`src/sv/stt_pkg.sv`:
```
// Shared types, constants and character class functions for the source text tokenizer.
package stt_pkg;

  // Result kinds as reported on the output channel.
  localparam logic [2:0] KIND_IDENT  = 3'd0;
  localparam logic [2:0] KIND_NUMBER = 3'd1;
  localparam logic [2:0] KIND_STRING = 3'd2;
  localparam logic [2:0] KIND_SINGLE = 3'd3;
  localparam logic [2:0] KIND_UNTERM = 3'd4;

  // Kinds of the token that is still open.
  localparam logic [1:0] OPEN_IDENT  = 2'd0;
  localparam logic [1:0] OPEN_NUMBER = 2'd1;
  localparam logic [1:0] OPEN_STRING = 2'd2;

  // Character codes with a special meaning.
  localparam logic [7:0] CHAR_QUOTE  = 8'h22;
  localparam logic [7:0] CHAR_BSLASH = 8'h5C;
  localparam logic [7:0] CHAR_LF     = 8'h0A;
  localparam logic [7:0] CHAR_CR     = 8'h0D;
  localparam logic [7:0] CHAR_SPACE  = 8'h20;
  localparam logic [7:0] CHAR_UNDER  = 8'h5F;

  // Result queue geometry.
  localparam int unsigned QUEUE_DEPTH = 4;
  localparam int unsigned QUEUE_PTR_W = $clog2(QUEUE_DEPTH);
  localparam int unsigned QUEUE_CNT_W = $clog2(QUEUE_DEPTH + 1);

  // One result item.
  typedef struct packed {
    logic [2:0]  token_kind;
    logic [23:0] start_index;
    logic [15:0] token_length;
    logic [19:0] start_line;
    logic [15:0] start_column;
    logic        last_of_run;
  } token_t;

  // Tokenizer state carried from one character to the next.
  typedef struct packed {
    logic [1:0]  open_kind;
    logic        token_open;
    logic        after_backslash;
    logic [23:0] open_start_index;
    logic [15:0] open_length;
    logic [19:0] open_line;
    logic [15:0] open_column;
    logic [19:0] line_count;
    logic [15:0] column_count;
    logic [23:0] byte_index;
  } state_t;

  function automatic logic is_space(input logic [7:0] c);
    return (c == CHAR_SPACE) || (c inside {[8'h09 : 8'h0D]});
  endfunction

  function automatic logic is_alpha(input logic [7:0] c);
    return c inside {[8'h41 : 8'h5A], [8'h61 : 8'h7A]};
  endfunction

  function automatic logic is_num_char(input logic [7:0] c);
    return c inside {[8'h30 : 8'h39]};
  endfunction

  function automatic logic is_word(input logic [7:0] c);
    return is_alpha(c) || is_num_char(c) || (c == CHAR_UNDER);
  endfunction

endpackage

```
`src/sv/source_text_tokenizer_unit.sv`:
```
// Top level of the source text tokenizer: state register, step logic and result queue.
//
// Usage: one source byte is offered per request on the input channel
// (char_code_i, end_mark_i with in_valid_i); the block drives in_stall_o.
// Whitespace is skipped and every token is reported as one request on the
// output channel with its kind, start index, length, start line and column.
// A request with end_mark_i set flushes the open token, if any.
// Each input request gives zero, one or two result requests; last_of_run_o
// marks the last result of one input request.
// Results are registered in the result queue. Throughput: one input request per
// cycle when in_stall_o is low; the output side moves one result per cycle when
// out_stall_i is low, so a run of two-result characters is paced by the output port.
// The input stalls while the four-entry result queue has fewer than two free
// slots; a stalled output keeps its request steady and fills the queue.
// Reset clears the tokenizer state, the position counters and the queue.
module source_text_tokenizer_unit (
  input  logic        clk_i,
  input  logic        rst_ni,
  input  logic        in_valid_i,
  output logic        in_stall_o,
  input  logic [7:0]  char_code_i,
  input  logic        end_mark_i,
  output logic        out_valid_o,
  input  logic        out_stall_i,
  output logic [2:0]  token_kind_o,
  output logic [23:0] start_index_o,
  output logic [15:0] token_length_o,
  output logic [19:0] start_line_o,
  output logic [15:0] start_column_o,
  output logic        last_of_run_o
);
  import stt_pkg::*;

  state_t     state_q, state_d;
  token_t     res0, res1, head;
  logic [1:0] res_cnt;
  logic [1:0] push_cnt;
  logic       in_acc;
  logic       pop;
  logic       room2;
  logic       not_empty;

  assign in_stall_o = !room2;
  assign in_acc     = in_valid_i && room2;
  assign pop        = not_empty && !out_stall_i;
  assign push_cnt   = in_acc ? res_cnt : 2'd0;

  // Per-character step logic.
  stt_step u_step (
    .state_i     (state_q),
    .char_code_i (char_code_i),
    .end_mark_i  (end_mark_i),
    .state_o     (state_d),
    .res0_o      (res0),
    .res1_o      (res1),
    .res_cnt_o   (res_cnt)
  );

  // Tokenizer state register.
  always_ff @(posedge clk_i or negedge rst_ni) begin
    if (!rst_ni) begin
      state_q <= '0;
    end else if (in_acc) begin
      state_q <= state_d;
    end
  end

  // Result queue toward the output channel.
  stt_res_queue u_queue (
    .clk_i       (clk_i),
    .rst_ni      (rst_ni),
    .push_cnt_i  (push_cnt),
    .push0_i     (res0),
    .push1_i     (res1),
    .pop_i       (pop),
    .head_o      (head),
    .not_empty_o (not_empty),
    .room2_o     (room2)
  );

  assign out_valid_o    = not_empty;
  assign token_kind_o   = head.token_kind;
  assign start_index_o  = head.start_index;
  assign token_length_o = head.token_length;
  assign start_line_o   = head.start_line;
  assign start_column_o = head.start_column;
  assign last_of_run_o  = head.last_of_run;

  // An end request with no open token produces no result.
  a_end_empty: assert property (@(posedge clk_i) disable iff (!rst_ni)
    (in_acc && end_mark_i && !state_q.token_open) |-> (res_cnt == 2'd0))
    else $error("end request without open token produced a result");

  // An open token always has a nonzero length.
  a_open_len: assert property (@(posedge clk_i) disable iff (!rst_ni)
    state_q.token_open |-> (state_q.open_length != 16'd0))
    else $error("open token with zero length");

  // A character request advances the byte index until it saturates.
  a_index_step: assert property (@(posedge clk_i) disable iff (!rst_ni)
    (in_acc && !end_mark_i && !(&state_q.byte_index)) |=>
    (state_q.byte_index == $past(state_q.byte_index) + 24'd1))
    else $error("byte index did not advance");

  // A stalled output request stays valid and keeps its payload.
  a_out_hold: assert property (@(posedge clk_i) disable iff (!rst_ni)
    (out_valid_o && out_stall_i) |=> (out_valid_o && $stable(head)))
    else $error("stalled output request changed");

endmodule

```
`src/sv/stt_step.sv`:
```
// Combinational step logic: classifies one character, updates the state and forms results.
module stt_step (
  input  stt_pkg::state_t state_i,
  input  logic [7:0]      char_code_i,
  input  logic            end_mark_i,
  output stt_pkg::state_t state_o,
  output stt_pkg::token_t res0_o,
  output stt_pkg::token_t res1_o,
  output logic [1:0]      res_cnt_o
);
  import stt_pkg::*;

  logic        emit;
  logic        single;
  logic        consumed;
  logic [2:0]  emit_kind;
  logic [15:0] len_inc;
  logic        grows;
  token_t      closed_tok;
  token_t      single_tok;

  // Saturating length increment and class test for the open token.
  assign len_inc = (&state_i.open_length) ? state_i.open_length
                                          : state_i.open_length + 16'd1;
  assign grows = (state_i.open_kind == OPEN_IDENT) ? is_word(char_code_i)
                                                   : is_num_char(char_code_i);

  // Main state update.
  always_comb begin
    state_o   = state_i;
    emit      = 1'b0;
    single    = 1'b0;
    consumed  = 1'b0;
    emit_kind = {1'b0, state_i.open_kind};
    if (end_mark_i) begin
      // Flush the open token; an open string is reported as unterminated.
      if (state_i.token_open) begin
        emit = 1'b1;
        if (state_i.open_kind == OPEN_STRING) begin
          emit_kind = KIND_UNTERM;
        end
        state_o.token_open      = 1'b0;
        state_o.after_backslash = 1'b0;
      end
    end else begin
      if (state_i.token_open) begin
        if (state_i.open_kind == OPEN_STRING) begin
          state_o.open_length = len_inc;
          consumed = 1'b1;
          if ((char_code_i == CHAR_QUOTE) && !state_i.after_backslash) begin
            emit = 1'b1;
            state_o.token_open      = 1'b0;
            state_o.after_backslash = 1'b0;
          end else begin
            state_o.after_backslash = (char_code_i == CHAR_BSLASH);
          end
        end else if (grows) begin
          state_o.open_length = len_inc;
          consumed = 1'b1;
        end else begin
          emit = 1'b1;
          state_o.token_open      = 1'b0;
          state_o.after_backslash = 1'b0;
        end
      end

      // Start a new token or report a single character.
      if (!consumed && !is_space(char_code_i)) begin
        if (is_alpha(char_code_i) || is_num_char(char_code_i) ||
            (char_code_i == CHAR_QUOTE)) begin
          state_o.token_open       = 1'b1;
          state_o.after_backslash  = 1'b0;
          state_o.open_start_index = state_i.byte_index;
          state_o.open_length      = 16'd1;
          state_o.open_line        = state_i.line_count;
          state_o.open_column      = state_i.column_count;
          if (is_alpha(char_code_i)) begin
            state_o.open_kind = OPEN_IDENT;
          end else if (is_num_char(char_code_i)) begin
            state_o.open_kind = OPEN_NUMBER;
          end else begin
            state_o.open_kind = OPEN_STRING;
          end
        end else begin
          single = 1'b1;
        end
      end

      // Position counters move on every character.
      if (!(&state_i.byte_index)) begin
        state_o.byte_index = state_i.byte_index + 24'd1;
      end
      if ((char_code_i == CHAR_LF) || (char_code_i == CHAR_CR)) begin
        state_o.column_count = '0;
      end else if (!(&state_i.column_count)) begin
        state_o.column_count = state_i.column_count + 16'd1;
      end
      if ((char_code_i == CHAR_LF) && !(&state_i.line_count)) begin
        state_o.line_count = state_i.line_count + 20'd1;
      end
    end
  end

  // Result formation: the closed token comes before a single character.
  always_comb begin
    closed_tok.token_kind   = emit_kind;
    closed_tok.start_index  = state_i.open_start_index;
    closed_tok.token_length = state_i.open_length;
    if (!end_mark_i && (state_i.open_kind == OPEN_STRING)) begin
      closed_tok.token_length = len_inc;
    end
    closed_tok.start_line   = state_i.open_line;
    closed_tok.start_column = state_i.open_column;
    closed_tok.last_of_run  = !single;

    single_tok.token_kind   = KIND_SINGLE;
    single_tok.start_index  = state_i.byte_index;
    single_tok.token_length = 16'd1;
    single_tok.start_line   = state_i.line_count;
    single_tok.start_column = state_i.column_count;
    single_tok.last_of_run  = 1'b1;
  end

  assign res0_o    = emit ? closed_tok : single_tok;
  assign res1_o    = single_tok;
  assign res_cnt_o = {1'b0, emit} + {1'b0, single};

endmodule

```
`src/sv/stt_res_queue.sv`:
```
// Result queue: takes up to two results per cycle, gives one per cycle on pop.
module stt_res_queue (
  input  logic            clk_i,
  input  logic            rst_ni,
  input  logic [1:0]      push_cnt_i,
  input  stt_pkg::token_t push0_i,
  input  stt_pkg::token_t push1_i,
  input  logic            pop_i,
  output stt_pkg::token_t head_o,
  output logic            not_empty_o,
  output logic            room2_o
);
  import stt_pkg::*;

  token_t                   mem_q [QUEUE_DEPTH];
  logic [QUEUE_PTR_W-1:0]   wr_ptr_q, wr_ptr_d;
  logic [QUEUE_PTR_W-1:0]   rd_ptr_q, rd_ptr_d;
  logic [QUEUE_CNT_W-1:0]   count_q, count_d;
  logic [QUEUE_PTR_W-1:0]   wr_ptr_next;

  assign wr_ptr_next = wr_ptr_q + QUEUE_PTR_W'(1);
  assign head_o      = mem_q[rd_ptr_q];
  assign not_empty_o = (count_q != '0);
  assign room2_o     = (count_q <= QUEUE_CNT_W'(QUEUE_DEPTH - 2));

  // Pointer and fill count update.
  always_comb begin
    wr_ptr_d = wr_ptr_q + QUEUE_PTR_W'(push_cnt_i);
    rd_ptr_d = rd_ptr_q + QUEUE_PTR_W'(pop_i);
    count_d  = count_q + QUEUE_CNT_W'(push_cnt_i) - QUEUE_CNT_W'(pop_i);
  end

  always_ff @(posedge clk_i or negedge rst_ni) begin
    if (!rst_ni) begin
      wr_ptr_q <= '0;
      rd_ptr_q <= '0;
      count_q  <= '0;
    end else begin
      wr_ptr_q <= wr_ptr_d;
      rd_ptr_q <= rd_ptr_d;
      count_q  <= count_d;
    end
  end

  // Entry storage; the second result goes to the slot after the first.
  always_ff @(posedge clk_i) begin
    if (push_cnt_i != 2'd0) begin
      mem_q[wr_ptr_q] <= push0_i;
    end
    if (push_cnt_i == 2'd2) begin
      mem_q[wr_ptr_next] <= push1_i;
    end
  end

endmodule
```
`config.mk`:
```
export PLATFORM = sky130hd
export DESIGN_NAME = source_text_tokenizer_unit
export DESIGN_NICKNAME = d
export VERILOG_FILES = /design/src/sv/stt_pkg.sv /design/src/sv/source_text_tokenizer_unit.sv /design/src/sv/stt_step.sv /design/src/sv/stt_res_queue.sv
export SDC_FILE = /design/constraint.sdc
export NUM_CORES = 1
export LEC_CHECK = 0
export ABC_CLOCK_PERIOD_IN_PS = 11800
export BUFFER_PORTS_ARGS = -buffer_cell sky130_fd_sc_hd__clkbuf_2
export CELL_PAD_IN_SITES_DETAIL_PLACEMENT = 2
export CELL_PAD_IN_SITES_GLOBAL_PLACEMENT = 2
export CORE_AREA = 5 5 274 276
export CTS_CLUSTER_DIAMETER = 40
export CTS_CLUSTER_SIZE = 10
export DETAILED_ROUTE_END_ITERATION = 8
export DIE_AREA = 0 0 279 281
export PLACE_DENSITY_LB_ADDON = 0.1
export REMOVE_ABC_BUFFERS = 1
export SETUP_SLACK_MARGIN = 0.2
export SYNTH_ARGS = -nofsm -noshare
export SYNTH_HDL_FRONTEND = slang
export SYNTH_SLANG_ARGS = --single-unit
```
`constraint.sdc`:
```
create_clock -name clk_i -period 11.8 [get_ports clk_i]
set_clock_uncertainty 0.2 [all_clocks]
set_input_delay 1.18 -clock clk_i [delete_from_list [all_inputs] [get_ports clk_i]]
set_output_delay 1.18 -clock clk_i [all_outputs]
set_load 0.03 [all_outputs]
```
==> results of run 1 <==
## metrics by stage
step	setup WS, ns	instance area (um2)	total power, mW
floorplan	4.44	20800	3.03
global placement	5.47	22800	3.57
detailed placement	5.30	22800	3.59
CTS	5.98	26100	6.41
global route	5.72	26100	6.58
finish	6.02	26100	6.30
## report_power, final
group	switching, mW	total [mW]	internal [mW]
Sequential	0.201	2.08	1.88
Combinational	0.943	1.44	0.495
Clock	0.938	2.78	1.84
## flip-flops by register name (all words and copies together), names as in the netlist
name              cells
u_queue.count_q       3
state_q             140
u_queue.wr_ptr_q      2
u_queue.mem_q       320
u_queue.rd_ptr_q      2
## cell type report
| class | instances | area share (%) |
|---|---|---|
| sequential | 467 | 47.8 |
| multi-input combinational | 990 | 31.8 |
| clock buffer | 129 | 10.3 |
| tap | 959 | 4.59 |
| clock inverter | 55 | 2.65 |
| timing repair buffer | 121 | 2.60 |
| inverter | 21 | 0.321 |
## layout by cell type, fill, tap and decap left out, types with 35 or more instances in the layout
cell / count
a22o_1: 253
edfxtp_1: 240
dfrtp_1: 145
nand2_1: 117
clkbuf_16: 99
clkbuf_2: 93
mux4_2: 80
dfxtp_1: 80
o21ai_0: 78
nor2_1: 62
xnor2_1: 40
nand3_1: 35
mux2_2: 35
## cell families (layout without fill, tap and decap cells)
kind of cell    count (synthesis)  after routing  synth area share (%)
flops                         467            467                  58.1
compound gates                417            417                  15.1
simple gates                  348            348                  8.02
buf+inv                       173            326                  3.50
mux                           146            146                  11.8
xor+xnor                       68             68                  2.77
fa+ha+maj                      11             11                 0.675
## final timing paths
| path | start | end | depth (start not counted) |
|---|---|---|---|
| worst min register to register | u_queue.mem_q[2][47] | u_queue.mem_q[2][47] | 2 |
| worst max-delay path | char_code_i[3] | u_queue.mem_q[1][35] | 12 |
| worst min-delay path | u_queue.mem_q[2][47] | u_queue.mem_q[2][47] | 2 |
| min in group asynchronous | rst_ni | state_q[119] | 1 |
| max in group asynchronous | rst_ni | u_queue.rd_ptr_q[0] | 2 |
| worst max register to register | state_q[138] | u_queue.mem_q[1][35] | 10 |
## metal layers
layer,GRT usage (%),wire length (um),up-vias
li1,-,-,6494
met1,23.4,31800,7811
met2,31.1,35300,235
met3,2.92,2140,105
met4,4.48,1400,0
met5,0,0,-
## worst register-to-register path: stages (launching register included)
cell and delay, ns:
dfrtp_1 0.41, nand2b_1 0.29, and2_0 0.35, o211a_1 0.43, and3_1 0.24, ha_1 0.43, nand2b_1 0.23, nand2_1 0.10
nand2_1 0.70, clkinv_2 0.93, buf_4 0.63
==> impl_results.md, run 1 <==
* Status: finished, final reports clean
* Cell total after placement at 2558
* Num rows at 99
* Total grt overflow at 0
* Mapped Area at 21500 um2
* Post-synth EDFFs at 240
* Rel. slew slack at 19.3%
* FFs w/ async S/R, synth at 31.5%
* DR vias at 14600
* Final TNS setup at 0 ns
* Maximum fanout along the worst path at 32
* Max stage delay on crit path at 0.93 ns
* Lkg Pwr at 9.86 nW
* GRT Total Usage at 17.9%
* Clk sinks at 467
* Yosys reg bits at 467
* Most used cell, CP: nand2_1
* Post_cts resized at 0
* Most common cell in the netlist: a22o_1
* Num CTS Buffers at 98
* Final cell count without fillers at 2742
* Post-CTS Hold Buffers at 0
* Post-route DRC at 0
* Hold crit path type: register to register
* Total routed wirelength at 70.6 mm
* Worst-margin pin slew at 1.20 ns
* Layout cells sized above 1 at 23.7%
* Netlist cell types at 76
* Boundary Pins at 95
* Sequential cell area fraction in the yosys report at 58.1%
* Power per Cell Area at 241 nW/um2
* Vias in the first global route at 16500
* Mapped Cells at 1630
* Yosys top cell by area: edfxtp_1
* Worst Path Arrival at 5.89 ns
* Crit end category: register
* Port Buf Inserts at 94
* DR WL/cell at 25.7 um
* WHS at 0.250 ns
* Critical-path cell list: clkbuf_2, nor2b_2, nand4_1, and2_0, o211a_1, and3_1, ha_1, nand2b_1, nand2_1, nand2_1, clkinv_2, buf_4
* Initial Utilization at 29.7%
* Total die area at 78400 um2
* DRT Pass-1 Iters at 4
* Vias per Instance at 5.34
* Final worst-path cycle share at 49.0%
* Largest net degree at the start of global routing at 61
* Final max-slew violation count at 0
* Synth warnings at 0
* First-pass GRT wire length at 107 mm
* Crit Path Class: input port to register
* Worst EP required at 11.90 ns
* Area occupied by multi-input gates at 8310 um2
* Root Driver: clkbuf_16
* Detailed router's first-iteration violation count at 700
* Top FF cell, synth: edfxtp_1
* Maximum buffer depth of the clock tree at 3
* Synth top area share at 33.5%
* Post-layout util at 36.1%
* Maxcap violations at 0
* Fill cells at 7395
* Gpl congestion at 0.746
* F_max at 173 MHz
* Setup crit start kind: input port
* RSZ-0062 raised after global routing: false
* Setup violators final at 0
* Peak VDD IR at 0.138 mV
* Antenna violations before repair at 0
* Family with the most delay on the worst path: simple AND/OR/NAND/NOR gates
* Avg Cell Area, Syn at 13.2 um2
* Die Y at 281 um
* R2r setup slk at 6.48 ns
* Post-synth top cells: a22o_1, edfxtp_1, dfrtp_1
* Setup repair bufs after CTS at 0
* Synth-to-Final Area Change at 21.6%
* Buf+Inv Stages, Crit Path at 3
* Worst-skew pair later-pin latency at 0.64 ns
* Flip-flop and latch area at 12500 um2
* Slowest cell on crit path: clkinv_2
* Clock-pin slew on the worst setup and hold paths at 0.04 ns
* Min cycle time layout at 5.78 ns
* Final nets at 1723
* Hpwl dp at 41.3 mm
* CTS tree: done
* Die Width at 279 um
* ANT nets after route at 0
* # H-tree levels at 3
* Main area contributors after synthesis: edfxtp_1, dfrtp_1, a22o_1
* Final hold vios at 0
* Core Region at 72300 um2
* Antenna cells at 0
(Power assumes the default switching activity.)
==> run 2, diff against run 1 <==
--- a/config.mk
+++ b/config.mk
@@ -5,7 +5,7 @@
 export SDC_FILE = /design/constraint.sdc
 export NUM_CORES = 1
 export LEC_CHECK = 0
-export ABC_CLOCK_PERIOD_IN_PS = 11800
+export ABC_CLOCK_PERIOD_IN_PS = 4820
 export BUFFER_PORTS_ARGS = -buffer_cell sky130_fd_sc_hd__clkbuf_2
 export CELL_PAD_IN_SITES_DETAIL_PLACEMENT = 2
 export CELL_PAD_IN_SITES_GLOBAL_PLACEMENT = 2
==> constraint.sdc (replaced) <==
create_clock -name clk_i -period 4.82 [get_ports clk_i]
set_clock_uncertainty 0.2 [all_clocks]
set_input_delay 0.482 -clock clk_i [delete_from_list [all_inputs] [get_ports clk_i]]
set_output_delay 0.482 -clock clk_i [all_outputs]
set_load 0.03 [all_outputs]
==> run 2 against run 1 <==
Clock-buffer cell count fell by 11. Sequential cell count did not move. Global-route usage fell by 0.066 points. Hold slack got worse by 0.17 ns. Core utilization rose by 0.61 points. Sequential power rose by 150%. Clock power rose to 2.5 times the previous value. Total power rose to 2.5 times the previous value. Design area rose by 1.7%. Worst setup slack got worse by 5.1 ns. Non-clock buffer count rose by 12. Largest cell class unchanged. Highest routed layer unchanged.
==> impl_results.md, run 2 (synthesis results as in run 1) <==
* Root Driver: clkbuf_16
* Worst setup path endpoint: u_queue.mem_q[1][26]
* Synth-to-Final Area Change at 23.7%
* Comb pwr share at 22.6% (-0.2 points)
* Antenna cells at 0 (unchanged)
* Worst setup margin at 0.931 ns (-5.09 ns)
* Vias per Instance at 5.33 (-0.20%)
* Slowest cell on crit path: or3_1
* Setup violators final at 0 (unchanged)
* GRT Total Usage at 17.8% (-0.066 points)
* Antenna violations before repair at 1 (+1)
* Min cycle time layout at 3.89 ns
* Family with the most delay on the worst path: simple AND/OR/NAND/NOR gates
* R2r setup slk at 0.93 ns (-5.55 ns)
* Vias in the first global route at 16700 (+0.87%)
* Final max-slew violation count at 0 (unchanged)
* Final worst-path cycle share at 80.7%
* WHS at 0.0765 ns (-0.174 ns)
* Boundary Pins at 95 (unchanged)
* Clock power share at 44.7% (+0.6 points)
* Rel. slew slack at 19.7% (+0.37 points)
* Clk sinks at 467 (unchanged)
* RSZ-0062 raised after global routing: false
* Buf+Inv Stages, Crit Path at 1 (-2)
* Biggest register: u_queue.mem_q
* DR WL/cell at 25.4 um (-1.3%)
* Num CTS Buffers at 98 (unchanged)
* Commonest non-fill, non-tap cell in the layout: a22o_1
* Layout cells sized above 1 at 24.6% (+0.89 points)
* Total routed wirelength at 70.0 mm (-0.80%)
* Die Width at 279 um (unchanged)
* Maxcap violations at 0 (unchanged)
* Port Buf Inserts at 94 (unchanged)
* Hold crit path type: input port to register
* DR vias at 14700 (+0.27%)
* Post-route DRC at 0 (unchanged)
* Most frequent cells in the layout: a22o_1, edfxtp_1, dfrtp_1
* Post-CTS Hold Buffers at 1 (+1)
* Worst-margin pin slew at 1.20 ns (+0.00104 ns)
* Worst Path Arrival at 4.16 ns (-1.73 ns)
* Pre-CTS WS at 0.607 ns (-4.69 ns)
* Total die area at 78400 um2 (unchanged)
* Detailed router's first-iteration violation count at 772 (+10%)
* F_max at 257 MHz
* DR WL met3 at 2.62 mm (+22%)
* RR Endpoint: u_queue.mem_q[1][26]
* Maximum fanout along the worst path at 66 (+110%)
* Hpwl dp at 38.9 mm (-5.7%)
* Num rows at 99 (unchanged)
* Max FFs per register at 320 (unchanged)
* Flop pwr share at 32.7% (-0.4 points)
* Worst-skew pair later-pin latency at 0.64 ns (about the same)
* Crit end category: register
* Final hold vios at 0 (unchanged)
* Status: finished, final reports clean
* Internal power at 10.6 mW (+150%)
* WP depth at 10 (-2)
* Crit Path Class: register to register
* Largest net degree at the start of global routing at 82 (+34%)
* Fill cells at 7310 (-1.1%)
* # H-tree levels at 3 (unchanged)
* Lkg Pwr at 10.0 nW (+1.9%)
* Worst EP required at 5.09 ns (-6.81 ns)
* Gpl congestion at 0.725 (-2.8%)
* CTS tree: done
* Total power draw at 15.8 mW (+150%)
* Regs by FF count: u_queue.mem_q: 320 flops, state_q: 140 flops, u_queue.count_q: 3 flops
* Critical Path Source: state_q[138]
* First-pass GRT wire length at 107 mm (-0.19%)
* Met2 Routed Length at 34.5 mm (-2.2%)
* Die Y at 281 um (unchanged)
* Initial Utilization at 29.7% (unchanged)
* Worst r2r src: state_q[138]
* Worst R2R Path Depth at 10 (unchanged)
* ANT nets after route at 0 (unchanged)
* Switch share at 33.0% (about the same)
* DRT Pass-1 Iters at 5 (+1)
* Setup crit start kind: register
* Final nets at 1735 (+0.70%)
* M1 wire length at 31.5 mm (-0.87%)
* Post_cts resized at 0 (unchanged)
* Core Region at 72300 um2 (unchanged)
* Setup repair bufs after CTS at 0 (unchanged)
* Peak VDD IR at 0.316 mV (+130%)
* Power per Cell Area at 593 nW/um2 (+150%)
* Max stage delay on crit path at 0.44 ns (-0.49 ns)
* Critical-path cell list: nand2b_1, and2_0, o211a_1, and3_1, ha_1, o21ai_0, or3_1, nor3_2, buf_12, a22o_1
* Maximum buffer depth of the clock tree at 3 (unchanged)
* Total grt overflow at 0 (unchanged)
* Sw power at 5.21 mW (+150%)
* Clock-pin slew on the worst setup and hold paths at 0.04 ns (about the same)
* Max Used Layer: met4
==> run 2: cell count changes in the layout (fill, tap and decap cells not counted), sizes merged <==
| cell | previous run | this run |
|---|---|---|
| clkinv | 29 | 36 |
| dlygate4sd3 | 0 | 1 |
| buf | 28 | 39 |
| clkinvlp | 16 | 10 |
| clkbuf | 222 | 211 |
| bufinv | 11 | 13 |
| inv | 20 | 29 |
==> run 2: worst min-delay path: stages <==
cell and delay, ns:
clkbuf_2 0.13, nand4_1 0.14, mux2i_1 0.09
==> run 2: metal layers <==
metal	vias to the layer above	GRT usage, %
met4	0	5.15
li1	6503	-
met3	96	3.03
met1	7793	23.5
met2	293	30.3
met5	-	0
==> run 2: stage by stage <==
stage	area (um2)	setup TNS [ns]	utilization (%)	cells
finish	26600	0	36.7	2755
global route	26600	0	36.7	2755
CTS	26600	0	36.7	2755
detailed placement	23100	0	31.9	2569
global placement	23100	0	31.9	2569
floorplan	20800	-441.46	-	1478
==> run 2: how the worst min path moves through the flow <==
stage	slack, ns	depth (start not counted)	to	start
after floorplan	-0.01	0	state_q[0]	rst_ni
after global placement	0.23	2	u_queue.mem_q[3][40]	u_queue.mem_q[3][40]
after detailed placement	0.24	2	u_queue.mem_q[2][43]	u_queue.mem_q[2][43]
after CTS	0.03	3	state_q[138]	char_code_i[4]
after global routing	0.07	3	state_q[138]	char_code_i[5]
final	0.08	3	state_q[138]	char_code_i[4]
==> run 2: layout make-up <==
| class | instances | area [um2] | area share (%) |
|---|---|---|---|
| sequential | 467 | 12500 | 47.0 |
| multi-input combinational | 990 | 8310 | 31.3 |
| clock buffer | 118 | 2650 | 9.97 |
| tap | 959 | 1200 | 4.51 |
| timing repair buffer | 133 | 985 | 3.70 |
| clock inverter | 67 | 857 | 3.22 |
| inverter | 21 | 83.8 | 0.315 |
==> run 2: power groups by stage <==
stage                     sequential [mW]  clock, mW  combinational (mW)
after floorplan                      5.13          0                2.28
after global placement               5.22          0                3.63
after detailed placement             5.25          0                3.66
after CTS                            5.18       7.21                3.67
after global routing                 5.24       7.43                3.82
final                                5.16       7.05                3.56
